[src/hw/rtl/pcap_pkg.sv]
// Package for the PCA projection core: widths, command and register codes,
// the pipeline tag type and the default store size.
// No dependencies; the RTL files refer to it by scoped names, the bench files import it.
package pcap_pkg;

  localparam int DEF_MAX_DIM = 16;

  localparam int VAL_W   = 24;  // data, mean and vector entries
  localparam int BAS_W   = 16;  // Q1.15 basis coefficient
  localparam int IDX_W   = 4;   // row / col / out_index
  localparam int DIM_W   = 5;   // dimension registers
  localparam int CMD_W   = 2;
  localparam int CFG_IDX_W = 2;
  localparam int OP_W    = VAL_W + 1;        // x - mean
  localparam int PROD_W  = OP_W + BAS_W;     // full product
  localparam int FRAC_W  = 15;
  localparam int TERM_W  = PROD_W - FRAC_W;  // product >> 15
  localparam int ACC_W   = 32;

  localparam logic [CMD_W-1:0] CMD_LOAD_MEAN  = 2'd0;
  localparam logic [CMD_W-1:0] CMD_LOAD_BASIS = 2'd1;
  localparam logic [CMD_W-1:0] CMD_FORWARD    = 2'd2;
  localparam logic [CMD_W-1:0] CMD_INVERSE    = 2'd3;

  localparam logic [CFG_IDX_W-1:0] CFG_DIM_IN_USE  = 2'd0;
  localparam logic [CFG_IDX_W-1:0] CFG_REDUCED_DIM = 2'd1;

  localparam logic [DIM_W-1:0] DIM_RESET = 5'd16;

  localparam logic signed [ACC_W-1:0] SAT_HI = 32'sd8388607;
  localparam logic signed [ACC_W-1:0] SAT_LO = -32'sd8388608;

  // Control that travels with each multiply-accumulate step
  typedef struct packed {
    logic             valid;
    logic             first;     // first term of a result
    logic             lastterm;  // last term of a result
    logic             lastrow;   // final result of the run
    logic [IDX_W-1:0] idx;       // result index
  } pcap_tag_t;

endpackage

[src/hw/rtl/pcap_seq.sv]
// Run sequencer of the PCA projection core: walks result and term counters,
// drives memory read addresses and a tag aligned with the read data.
// Uses pcap_pkg.
module pcap_seq #(
  parameter int MAX_DIM = pcap_pkg::DEF_MAX_DIM,
  parameter int AW      = $clog2(MAX_DIM),
  parameter int BAW     = $clog2(MAX_DIM * MAX_DIM)
) (
  input  logic                         clk,
  input  logic                         rst_n,
  input  logic                         go,
  input  logic                         fwd,
  input  logic [pcap_pkg::DIM_W-1:0]   nin,
  input  logic [pcap_pkg::DIM_W-1:0]   nout,
  output logic [AW-1:0]                vec_raddr,
  output logic [AW-1:0]                mean_raddr,
  output logic [BAW-1:0]               bas_raddr,
  output pcap_pkg::pcap_tag_t          tag_r
);

  localparam int XW = (AW > pcap_pkg::IDX_W) ? AW : pcap_pkg::IDX_W;

  logic                        active_r, active_nxt;
  logic [pcap_pkg::IDX_W-1:0]  i_r, i_nxt;
  logic [pcap_pkg::IDX_W-1:0]  r_r, r_nxt;
  pcap_pkg::pcap_tag_t         tag_nxt;
  logic                        term_end, row_end;
  logic [XW-1:0]               i_ext, r_ext;
  logic [AW-1:0]               i_a, r_a;

  assign term_end = ({1'b0, i_r} == nin - 5'd1);
  assign row_end  = ({1'b0, r_r} == nout - 5'd1);

  assign i_ext = XW'(i_r);
  assign r_ext = XW'(r_r);
  assign i_a   = i_ext[AW-1:0];
  assign r_a   = r_ext[AW-1:0];

  always_comb begin
    vec_raddr = i_a;
    if (fwd) begin
      mean_raddr = i_a;
      bas_raddr  = BAW'(int'(r_a) * MAX_DIM + int'(i_a));
    end else begin
      mean_raddr = r_a;
      bas_raddr  = BAW'(int'(i_a) * MAX_DIM + int'(r_a));
    end
  end

  always_comb begin
    active_nxt       = active_r;
    i_nxt            = i_r;
    r_nxt            = r_r;
    tag_nxt.valid    = active_r;
    tag_nxt.first    = (i_r == '0);
    tag_nxt.lastterm = term_end;
    tag_nxt.lastrow  = row_end;
    tag_nxt.idx      = r_r;
    if (go) begin
      active_nxt = 1'b1;
      i_nxt      = '0;
      r_nxt      = '0;
    end else if (active_r) begin
      // advance term counter, wrap into the next result
      if (term_end) begin
        i_nxt = '0;
        r_nxt = r_r + 4'd1;
        if (row_end) begin
          active_nxt = 1'b0;
        end
      end else begin
        i_nxt = i_r + 4'd1;
      end
    end
  end

  always_ff @(posedge clk) begin
    if (!rst_n) begin
      active_r <= 1'b0;
      tag_r    <= '0;
    end else begin
      active_r <= active_nxt;
      tag_r    <= tag_nxt;
    end
  end

  always_ff @(posedge clk) begin
    i_r <= i_nxt;
    r_r <= r_nxt;
  end

endmodule

[config.mk]
export PLATFORM = sky130hd
export DESIGN_NAME = pcap_seq
export DESIGN_NICKNAME = d
export VERILOG_FILES = /design/src/hw/rtl/pcap_pkg.sv /design/src/hw/rtl/pcap_seq.sv
export SDC_FILE = /design/constraint.sdc
export NUM_CORES = 1
export LEC_CHECK = 0
export BUFFER_PORTS_ARGS = -buffer_cell sky130_fd_sc_hd__buf_4
export CAP_MARGIN = 20
export CELL_PAD_IN_SITES_DETAIL_PLACEMENT = 1
export CELL_PAD_IN_SITES_GLOBAL_PLACEMENT = 1
export CORE_AREA = 2 2 64 54
export CTS_CLUSTER_SIZE = 10
export DETAILED_ROUTE_END_ITERATION = 12
export DIE_AREA = 0 0 66 56
export PLACE_DENSITY = 0.85
export SYNTH_ARGS = -nofsm -noshare
export SYNTH_HDL_FRONTEND = slang
export SYNTH_SLANG_ARGS = --single-unit
[constraint.sdc]
create_clock -name clk -period 2.72 [get_ports clk]
set_clock_uncertainty 0.2 [all_clocks]
set_input_delay 0.272 -clock clk [delete_from_list [all_inputs] [get_ports clk]]
set_output_delay 0.272 -clock clk [all_outputs]
set_load 0.02 [all_outputs]
==> run_results.csv <==
group,metric,value,unit
yosys,synthArstFlopShare,0,%
route,num_vias,957,
worst_hold_path,hold_start,"rst_n",
worst_setup_path,path_cells,"and4bb_1 -> a22oi_1 -> a2111o_1 -> nor2_1 -> mux2_2",
run_status,outcome,"complete, no violations",
route,via_per_inst,5.037,
worst_setup_path,worstReg2RegEnd,"r_a[0]$_SDFFE_PP0P_",
worst_setup_path,crit_family,"compound AO/OA/AOI/OAI gates",
worst_setup_path,crit_path_max_fanout,13,
cts,cts-root-buf,"clkbuf_8",
route,post_drt_wl_per_cell,14.09,um
flow_run,max_cap_violations,0,
timing,maxSlewHeadroom,74.65,%
global_routing,grt_max_degree,14,
cts,clock_latency,260,ps
floorplanning,num_io_pins,38,
floorplanning,core-area,0.003018,sq mm
global_routing,groute.usage.overall,15.56,%
worst_setup_path,ff2ff_setup_slack,330,ps
timing,final.period_utilization,87.93,%
worst_setup_path,worstReg2RegStart,"vec_raddr[2]$_SDFFE_PP0P_",
placement,dp_hpwl,2146,um
global_routing,grt_pass1_vias,949,
timing,min_period,2392,ps
yosys,synth.distinct_cells,27,
timing,fmax,418.1,MHz
worst_setup_path,cp.arrival,2340,ps
worst_hold_path,hold_path_depth,2,
layout,layout.nets,170,
yosys,synth_top_flop_cell,"dfxtp_1",
worst_hold_path,holdPathEnd,"tag_r[0]$_SDFF_PN0_",
worst_hold_path,hp-class,"input port to register",
floorplanning,start_util,33.50,%
cts,cts.path.max_buffers,2,
cts,postCtsSetupRepairBufs,0,
route,drt-pass1-iter-count,4,
floorplanning,die_width,66,um
timing,tns,0,ps
yosys,synth_top_area_cell,"dfxtp_1",
timing,tightestPinTransition,380.2,ps
worst_setup_path,critPathBufInv,0,
yosys,synth_seq_cells,17,
route,route.detailed.drc,0,
timing,setup_violations,0,
cts,path_clk_slew,60,ps
placement,io_buffer_count,37,
placement,place_ws,240.7,ps
pwr,p_per_area,418.9,mW/mm^2
placement,globalplace.congestion,0.8245,
cts,htree_levels,1,
yosys,syn_area,0.001011,sq mm
yosys,yosysSeqAreaShare,33.66,%
route,drt_iter0_drc,25,
floorplanning,die-area,0.003696,sq mm
yosys,synth_nets,137,
yosys,syn_inst,118,
route,ant_nets,0,
pwr,cellLeakagePower,0.5753,nW
cts,ctsHoldBuffers,0,
global_routing,antenna_found_initial,0,
worst_setup_path,critPathMaxStageDelay,590,ps
worst_setup_path,reg2regPathDepth,5,
cts,cts_tree,"yes",
worst_setup_path,crit_path_end_kind,"register",
pwr,power,0.5571,mW
yosys,synth_common_cells,"dfxtp_1 (17), nand2_1 (11), xnor2_1 (10), inv_1 (9)",
yosys,yosys-top-cells-area,"dfxtp_1 (34%), xnor2_1 (8.7%), mux2_2 (7.8%), ha_1 (6.2%), nand2_1 (4.1%)",
yosys,ys_warn_count,0,
pwr,peakVddDrop,0.2459,mV
layout,diodes,0,
worst_setup_path,crit_path_start_kind,"register",
global_routing,grt_pass1_wl,4512,um
worst_setup_path,required,2670,ps
route,wirelength,2678,um
layout,final_layout_size_suffix_gt1_share,31.33,%
floorplanning,rows,18,
yosys,yosysMostFrequentCell,"dfxtp_1",
layout,nFillCells,378,
timing,rsz0062_at_grt,"no",
timing,drv_slew,0,
worst_setup_path,crit_type,"register to register",
yosys,synth.avg_cell_area,8.568,sq um
yosys,synth_top_area_share,33.66,%
worst_setup_path,cpMaxStageDelayCell,"a2111o_1",
global_routing,overflow,0,
yosys,synth_edf_count,0,
timing,hold_viol_final,0,
cts,cts.sinks,17,
floorplanning,fp.dieH,56,um
cts,cts_made_buffers,3,
timing,setup_ws,328.3,ps
cts,cts_resized,0,
layout,syn_to_final_growth,31.56,%
report_power, final:
group	switching (mW)	internal, mW
Clock	0.0865	0.104
Combinational	0.0534	0.0487
Sequential	0.00836	0.256
cell families (layout without fill, tap and decap cells):
family          count (synthesis)  in the layout  synth area share (%)
simple gates                   42             42                 22.65
mux                             8              8                 8.788
compound gates                 18             18                 11.38
fa+ha+maj                       5              5                 6.188
buf+inv                        18             50                 8.663
xor+xnor                       10             10                 8.663
flops                          17             17                 33.66
flip-flops by register name, indices dropped and copies added (netlist names):
signal     cells
active_r       1
r_a            4
vec_raddr      4
tag_r          8
cells in the final DEF (no fill, tap or decap):
cell type and instances:
buf_4 37, dfxtp_1 17, nand2_1 11, xnor2_1 10, inv_1 9, mux2_2 7, nor2_1 7, o21ai_0 5
a21oi_1 5, ha_1 5, nor3_1 4, and2_1 4, nand3_1 4, nand3b_1 3, nand4b_1 3, clkbuf_8 3
a21o_1 2, a22oi_1 2, a2111o_1 2, a31oi_1 2, or3_1 2, and4bb_1 1, nor4bb_1 1, nand4_1 1
mux2i_1 1, nor2b_1 1, clkbuf_1 1
how the worst max path moves through the flow:
stage          slack [ps]  depth (start not counted)                  end                       from
2_1_floorplan         630                          6  r_a[0]$_SDFFE_PP0P_  vec_raddr[2]$_SDFFE_PP0P_
3_3_place_gp          360                          8  r_a[0]$_SDFFE_PP0P_                     nin[0]
3_5_place_dp          240                          8  r_a[0]$_SDFFE_PP0P_                     nin[1]
4_1_cts               330                          5  r_a[0]$_SDFFE_PP0P_  vec_raddr[2]$_SDFFE_PP0P_
5_1_grt               180                          5  r_a[0]$_SDFFE_PP0P_  vec_raddr[2]$_SDFFE_PP0P_
6_report              330                          5  r_a[0]$_SDFFE_PP0P_  vec_raddr[2]$_SDFFE_PP0P_
layer usage:
metal | vias up | global-route usage (%) | routed length (um)
met3 | 4 | 4.858 | 146
met4 | 0 | 4.373 | 26
met2 | 25 | 25.97 | 1328
met1 | 463 | 19.12 | 1176
met5 | - | 0 | 0
li1 | 465 | - | -
per-stage QoR:
stage               hold slack, ps  util (%)  instances  area [sq um]
finish                       60.83     44.07        190          1330
global route                 58.76     44.07        190          1330
CTS                          58.14     44.07        190          1330
detailed placement           328.1     42.58        186          1285
global placement             315.6     42.58        186          1285
floorplan                    197.1         -        118          1011
cell type report:
type	count	area, sq um	area share [%]
inverters	9	33.78	2.540
repair buffers	37	277.8	20.88
clock buffers	4	45.04	3.387
multi-input cells	83	583.1	43.84
well taps	40	50.05	3.763
flip-flops and latches	17	340.3	25.59
(Power assumes the default switching activity.)
