### src/hw/rtl/pcap_pkg.sv
// Package for the PCA projection core: widths, command and register codes,
// the pipeline tag type and the default store size.
// No dependencies; the RTL files refer to it by scoped names, the bench files import it.
package pcap_pkg;

  localparam int DEF_MAX_DIM = 16;

  localparam int VAL_W   = 24;  // data, mean and vector entries
  localparam int BAS_W   = 16;  // Q1.15 basis coefficient
  localparam int IDX_W   = 4;   // row / col / out_index
  localparam int DIM_W   = 5;   // dimension registers
  localparam int CMD_W   = 2;
  localparam int CFG_IDX_W = 2;
  localparam int OP_W    = VAL_W + 1;        // x - mean
  localparam int PROD_W  = OP_W + BAS_W;     // full product
  localparam int FRAC_W  = 15;
  localparam int TERM_W  = PROD_W - FRAC_W;  // product >> 15
  localparam int ACC_W   = 32;

  localparam logic [CMD_W-1:0] CMD_LOAD_MEAN  = 2'd0;
  localparam logic [CMD_W-1:0] CMD_LOAD_BASIS = 2'd1;
  localparam logic [CMD_W-1:0] CMD_FORWARD    = 2'd2;
  localparam logic [CMD_W-1:0] CMD_INVERSE    = 2'd3;

  localparam logic [CFG_IDX_W-1:0] CFG_DIM_IN_USE  = 2'd0;
  localparam logic [CFG_IDX_W-1:0] CFG_REDUCED_DIM = 2'd1;

  localparam logic [DIM_W-1:0] DIM_RESET = 5'd16;

  localparam logic signed [ACC_W-1:0] SAT_HI = 32'sd8388607;
  localparam logic signed [ACC_W-1:0] SAT_LO = -32'sd8388608;

  // Control that travels with each multiply-accumulate step
  typedef struct packed {
    logic             valid;
    logic             first;     // first term of a result
    logic             lastterm;  // last term of a result
    logic             lastrow;   // final result of the run
    logic [IDX_W-1:0] idx;       // result index
  } pcap_tag_t;

endpackage

### src/hw/rtl/pcap_mac.sv
// Shared multiply-accumulate datapath of the PCA projection core: operand
// forming, one 25x16 multiplier, accumulator and saturating result register.
// Uses pcap_pkg.
module pcap_mac (
  input  logic                              clk,
  input  logic                              rst_n,
  input  logic                              fwd,
  input  pcap_pkg::pcap_tag_t               tag_in,
  input  logic [pcap_pkg::VAL_W-1:0]        vec_rdata,
  input  logic [pcap_pkg::VAL_W-1:0]        mean_rdata,
  input  logic [pcap_pkg::BAS_W-1:0]        bas_rdata,
  output logic                              res_valid_r,
  output logic signed [pcap_pkg::VAL_W-1:0] res_value_r,
  output logic [pcap_pkg::IDX_W-1:0]        res_index_r,
  output logic                              res_last_r,
  output logic                              res_sat_r,
  output logic                              done
);

  pcap_pkg::pcap_tag_t tag2_r, tag3_r, tag4_r;

  logic signed [pcap_pkg::OP_W-1:0]   op_r, op_nxt;
  logic signed [pcap_pkg::BAS_W-1:0]  bas2_r;
  logic signed [pcap_pkg::VAL_W-1:0]  madd2_r, madd3_r;
  logic signed [pcap_pkg::PROD_W-1:0] prod_r, prod_nxt;
  logic signed [pcap_pkg::TERM_W-1:0] term;
  logic signed [pcap_pkg::ACC_W-1:0]  acc_r, acc_nxt, acc_base;
  logic signed [pcap_pkg::OP_W-1:0]   x_ext, m_ext;

  // operand stage
  assign x_ext  = {vec_rdata[pcap_pkg::VAL_W-1], vec_rdata};
  assign m_ext  = {mean_rdata[pcap_pkg::VAL_W-1], mean_rdata};
  assign op_nxt = fwd ? (x_ext - m_ext) : x_ext;

  // multiply stage
  assign prod_nxt = op_r * bas2_r;

  // accumulate stage: floor shift, then add; the mean seeds an inverse row
  assign term     = prod_r[pcap_pkg::PROD_W-1:pcap_pkg::FRAC_W];
  assign acc_base = tag3_r.first ? pcap_pkg::ACC_W'(madd3_r) : acc_r;
  assign acc_nxt  = acc_base + pcap_pkg::ACC_W'(term);

  assign done = res_valid_r && res_last_r;

  always_ff @(posedge clk) begin
    if (!rst_n) begin
      tag2_r      <= '0;
      tag3_r      <= '0;
      tag4_r      <= '0;
      res_valid_r <= 1'b0;
    end else begin
      tag2_r      <= tag_in;
      tag3_r      <= tag2_r;
      tag4_r      <= tag3_r.valid ? tag3_r : '0;
      res_valid_r <= tag4_r.valid && tag4_r.lastterm;
    end
  end

  always_ff @(posedge clk) begin
    op_r    <= op_nxt;
    bas2_r  <= bas_rdata;
    madd2_r <= fwd ? '0 : mean_rdata;
    prod_r  <= prod_nxt;
    madd3_r <= madd2_r;
    if (tag3_r.valid) begin
      acc_r <= acc_nxt;
    end
    // clip the finished sum into the result register
    res_index_r <= tag4_r.idx;
    res_last_r  <= tag4_r.lastrow;
    if (acc_r > pcap_pkg::SAT_HI) begin
      res_value_r <= pcap_pkg::SAT_HI[pcap_pkg::VAL_W-1:0];
      res_sat_r   <= 1'b1;
    end else if (acc_r < pcap_pkg::SAT_LO) begin
      res_value_r <= pcap_pkg::SAT_LO[pcap_pkg::VAL_W-1:0];
      res_sat_r   <= 1'b1;
    end else begin
      res_value_r <= acc_r[pcap_pkg::VAL_W-1:0];
      res_sat_r   <= 1'b0;
    end
  end

endmodule

### config.mk
export PLATFORM = sky130hd
export DESIGN_NAME = pcap_mac
export DESIGN_NICKNAME = d
export VERILOG_FILES = /design/src/hw/rtl/pcap_pkg.sv /design/src/hw/rtl/pcap_mac.sv
export SDC_FILE = /design/constraint.sdc
export NUM_CORES = 1
export LEC_CHECK = 0
export ABC_CLOCK_PERIOD_IN_PS = 5600
export BUFFER_PORTS_ARGS = -buffer_cell sky130_fd_sc_hd__buf_4
export CAP_MARGIN = 0
export CORE_ASPECT_RATIO = 1.5
export CORE_MARGIN = 2
export CORE_UTILIZATION = 35
export DETAILED_ROUTE_END_ITERATION = 6
export MAX_ROUTING_LAYER = met4
export SETUP_SLACK_MARGIN = 0.5
export SLEW_MARGIN = 20
export SYNTH_ARGS = -nofsm -noshare
export SYNTH_HDL_FRONTEND = slang
export SYNTH_SLANG_ARGS = --single-unit
export TNS_END_PERCENT = 5
### constraint.sdc
create_clock -name clk -period 5.6 [get_ports clk]
set_input_delay 0.28 -clock clk [delete_from_list [all_inputs] [get_ports clk]]
set_output_delay 0.28 -clock clk [all_outputs]
set_load 0.01 [all_outputs]
==> results.tsv <==
metric	value	unit
status	finished, violations left	
violations	setup timing	
synth_fa_ha_area_share	44.05	%
gp_congestion	0.8890	
multi_input_area	15730	µm²
synth_top_family_by_area	adder cells	
core	62220	µm²
fin_nets	3213	
clk_pin_slew_worst_paths	0.07	ns
layout-drive-gt1-share	17.45	%
final_core_util	42.79	%
ioPinCount	107	
finalCritPeriodShare	107.6	%
clock_skew	0.02253	ns
syn_nets	2927	
cts_tree	yes	
yosysWarnings	0	
area_delta_synth_final	21.02	%
fin_crit	6.027	ns
clk_path_buf_depth	3	
muxShareOfSynthArea	1.905	%
grt_pass1_wl	93960	µm
timing.max_slew.rel_slack	27.12	%
routed_via_density	4.736	
initial_core_util	35.36	%
grt_pass1_vias	18131	
cp_max_fo	10	
arrival	6.42	ns
grt_usage	18.69	%
drv_slew	0	
synthFlopType	dfxtp_1	
die_w	208.7	µm
cts_root_buf	clkbuf_16	
portBuffers	106	
worst_slack	-0.4266	ns
first_pass_iters	4	
rsz0062_at_grt	yes	
hold_violations	0	
rows	112	
final_antenna_net_count	0	
crit_type	reg2reg	
min_path_type	in2reg	
syn_area_per_cell	9.519	µm²
fp.dieArea	64920	µm²
synth_edf_count	32	
hold_start	mean_rdata[14]	
critPathLaunchType	register	
overflow	0	
worstMarginPinSlew	1.093	ns
final-seq-area	4395	µm²
pre_cts_ws	-0.7084	ns
syn_inst	2311	
antenna_found_initial	7	
max_freq	165.9	MHz
cts.sinks	201	
syn_area	22000	µm²
drc_errors	0	
drtIter0Drc	732	
nFillCells	6015	
yosysSeqAreaShare	19.75	%
dpl.hpwl	47980	µm
htreeDepth	1	
crit_start	op_r[21]	
synth_compound_area_share	7.701	%
end_kind	register	
setup_viol	20	
ys_seq_elements	201	
crit-reg2reg-launch	op_r[21]	
synth.distinct_cells	64	
die_height	311.1	µm
cts_buffers	22	
dr_total_vias	16158	
grt_max_degree	52	
clk_latency	0.53	ns
wire_per_inst	16.70	µm
crit_required	5.99	ns
postSynth.asyncResetShare	0	%
drv_cap	0	
wirelength	56990	µm
yosys.area_share.simple	13.51	%
synth_xor_area_share	3.026	%
## kinds of logic after synthesis
group	after synthesis
flops	201
compound gates	251
simple gates	615
mux	37
buf+inv	590
xor+xnor	76
fa+ha+maj	541
## cells in the mapped netlist (22+ instances only)
cell type  number  area, µm²
a21o_1         29      217.7
a21oi_1        60      300.3
and2_1        182       1139
clkbuf_1       73      274.0
dfxtp_1       169       3383
edfxtp_1       32      960.9
fa_1          389       7787
ha_1          152       1902
inv_1         513       1926
mux2_2         35      394.1
nand2_1       255      957.2
nor2_1         93      349.1
o21a_1         33      247.7
o21ai_0        39      195.2
xnor2_1        54      473.0
xor2_1         22      192.7
## worst paths after layout
path / to / slack (ns) / depth (start not counted)
setup reg to reg: prod_r[37] / -0.43 / 19
setup / recovery: prod_r[37] / -0.43 / 19
hold reg to reg: madd3_r[23] / 0.33 / 0
hold / removal: madd2_r[14] / 0.02 / 3
## per-layer routing
| layer | GRT usage [%] | share of wire, % | vias to the layer above |
|---|---|---|---|
| met5 | - | 0 | - |
| met4 | 7.403 | 4.4 | 0 |
| met3 | 1.938 | 3.6 | 131 |
| met2 | 33.20 | 51 | 371 |
| met1 | 21.56 | 41 | 8041 |
| li1 | - | - | 7615 |
## stage by stage
stage	TNS [ns]	cells	hold slack [ns]	instance area, µm²
CTS	-5.405	3411	0.006200	26580
detailed placement	-10.85	3328	0.3121	25280
global placement	-7.628	3328	0.3102	25280
global route	-10.91	3412	0.01732	26620
finish	-4.893	3412	0.02029	26620
floorplan	0	2311	0.3077	22430
## registers in the layout, indices dropped and copies added (netlist names)
signal       cells
tag4_r           7
res_value_r     24
op_r            25
res_last_r       1
acc_r           32
madd2_r         24
bas2_r          16
res_index_r      4
tag3_r           8
res_sat_r        1
prod_r          26
res_valid_r      1
tag2_r           8
madd3_r         24
## cell type report
class / instances / share of cell area, %
multi-input combinational: 1520 / 59.10
sequential: 201 / 16.51
timing repair buffer: 338 / 10.61
inverter: 514 / 7.256
tap: 798 / 3.750
clock buffer: 31 / 2.430
clock inverter: 9 / 0.3337
antenna: 1 / 0.009399
## critical path: stages (launching register included)
cell	delay, ns
dfxtp_1	0.53
buf_4	0.26
nand2_1	0.10
fa_1	0.54
inv_1	0.05
fa_1	0.61
fa_1	0.46
fa_1	0.51
fa_1	0.43
fa_1	0.56
ha_4	0.22
and2_1	0.15
a221o_1	0.32
a21o_1	0.19
a21o_1	0.17
a21oi_1	0.22
nor2_1	0.09
a211oi_2	0.23
o21ai_1	0.11
xor2_1	0.16
## cells in the final DEF (no fill, tap or decap), types with 9 or more instances in the layout
cell | Yosys | layout
o21ai_0 | 39 | 35
nand3_1 | 10 | 10
nand2_1 | 255 | 250
inv_1 | 513 | 510
ha_1 | 152 | 142
dfxtp_4 | 0 | 10
a21oi_1 | 60 | 54
o21a_1 | 33 | 33
xnor2_1 | 54 | 53
dlygate4sd3_1 | 0 | 36
edfxtp_1 | 32 | 32
buf_4 | 0 | 283
and2_1 | 182 | 181
nor3_1 | 14 | 12
ha_4 | 0 | 9
o21ai_1 | 8 | 9
mux2_2 | 35 | 35
buf_12 | 0 | 14
a21o_1 | 29 | 29
nor2_1 | 93 | 91
nand2b_1 | 14 | 14
o211ai_1 | 10 | 10
o21bai_1 | 12 | 12
dfxtp_2 | 0 | 11
fa_1 | 389 | 384
dfxtp_1 | 169 | 148
a21oi_2 | 3 | 9
clkbuf_16 | 0 | 24
and3_1 | 14 | 14
xor2_1 | 22 | 22
## what timing repair did
item	4_1_cts	5_1_grt
setup endpoints to repair	26	26
gates resized for setup	41	11
hold buffers	36	0
hold endpoints to repair	36	0
pin swaps	20	5
setup buffers	7	0
Power is not shown: default switching activity piles up to over one toggle a cycle in this logic, so the estimate is an artifact.
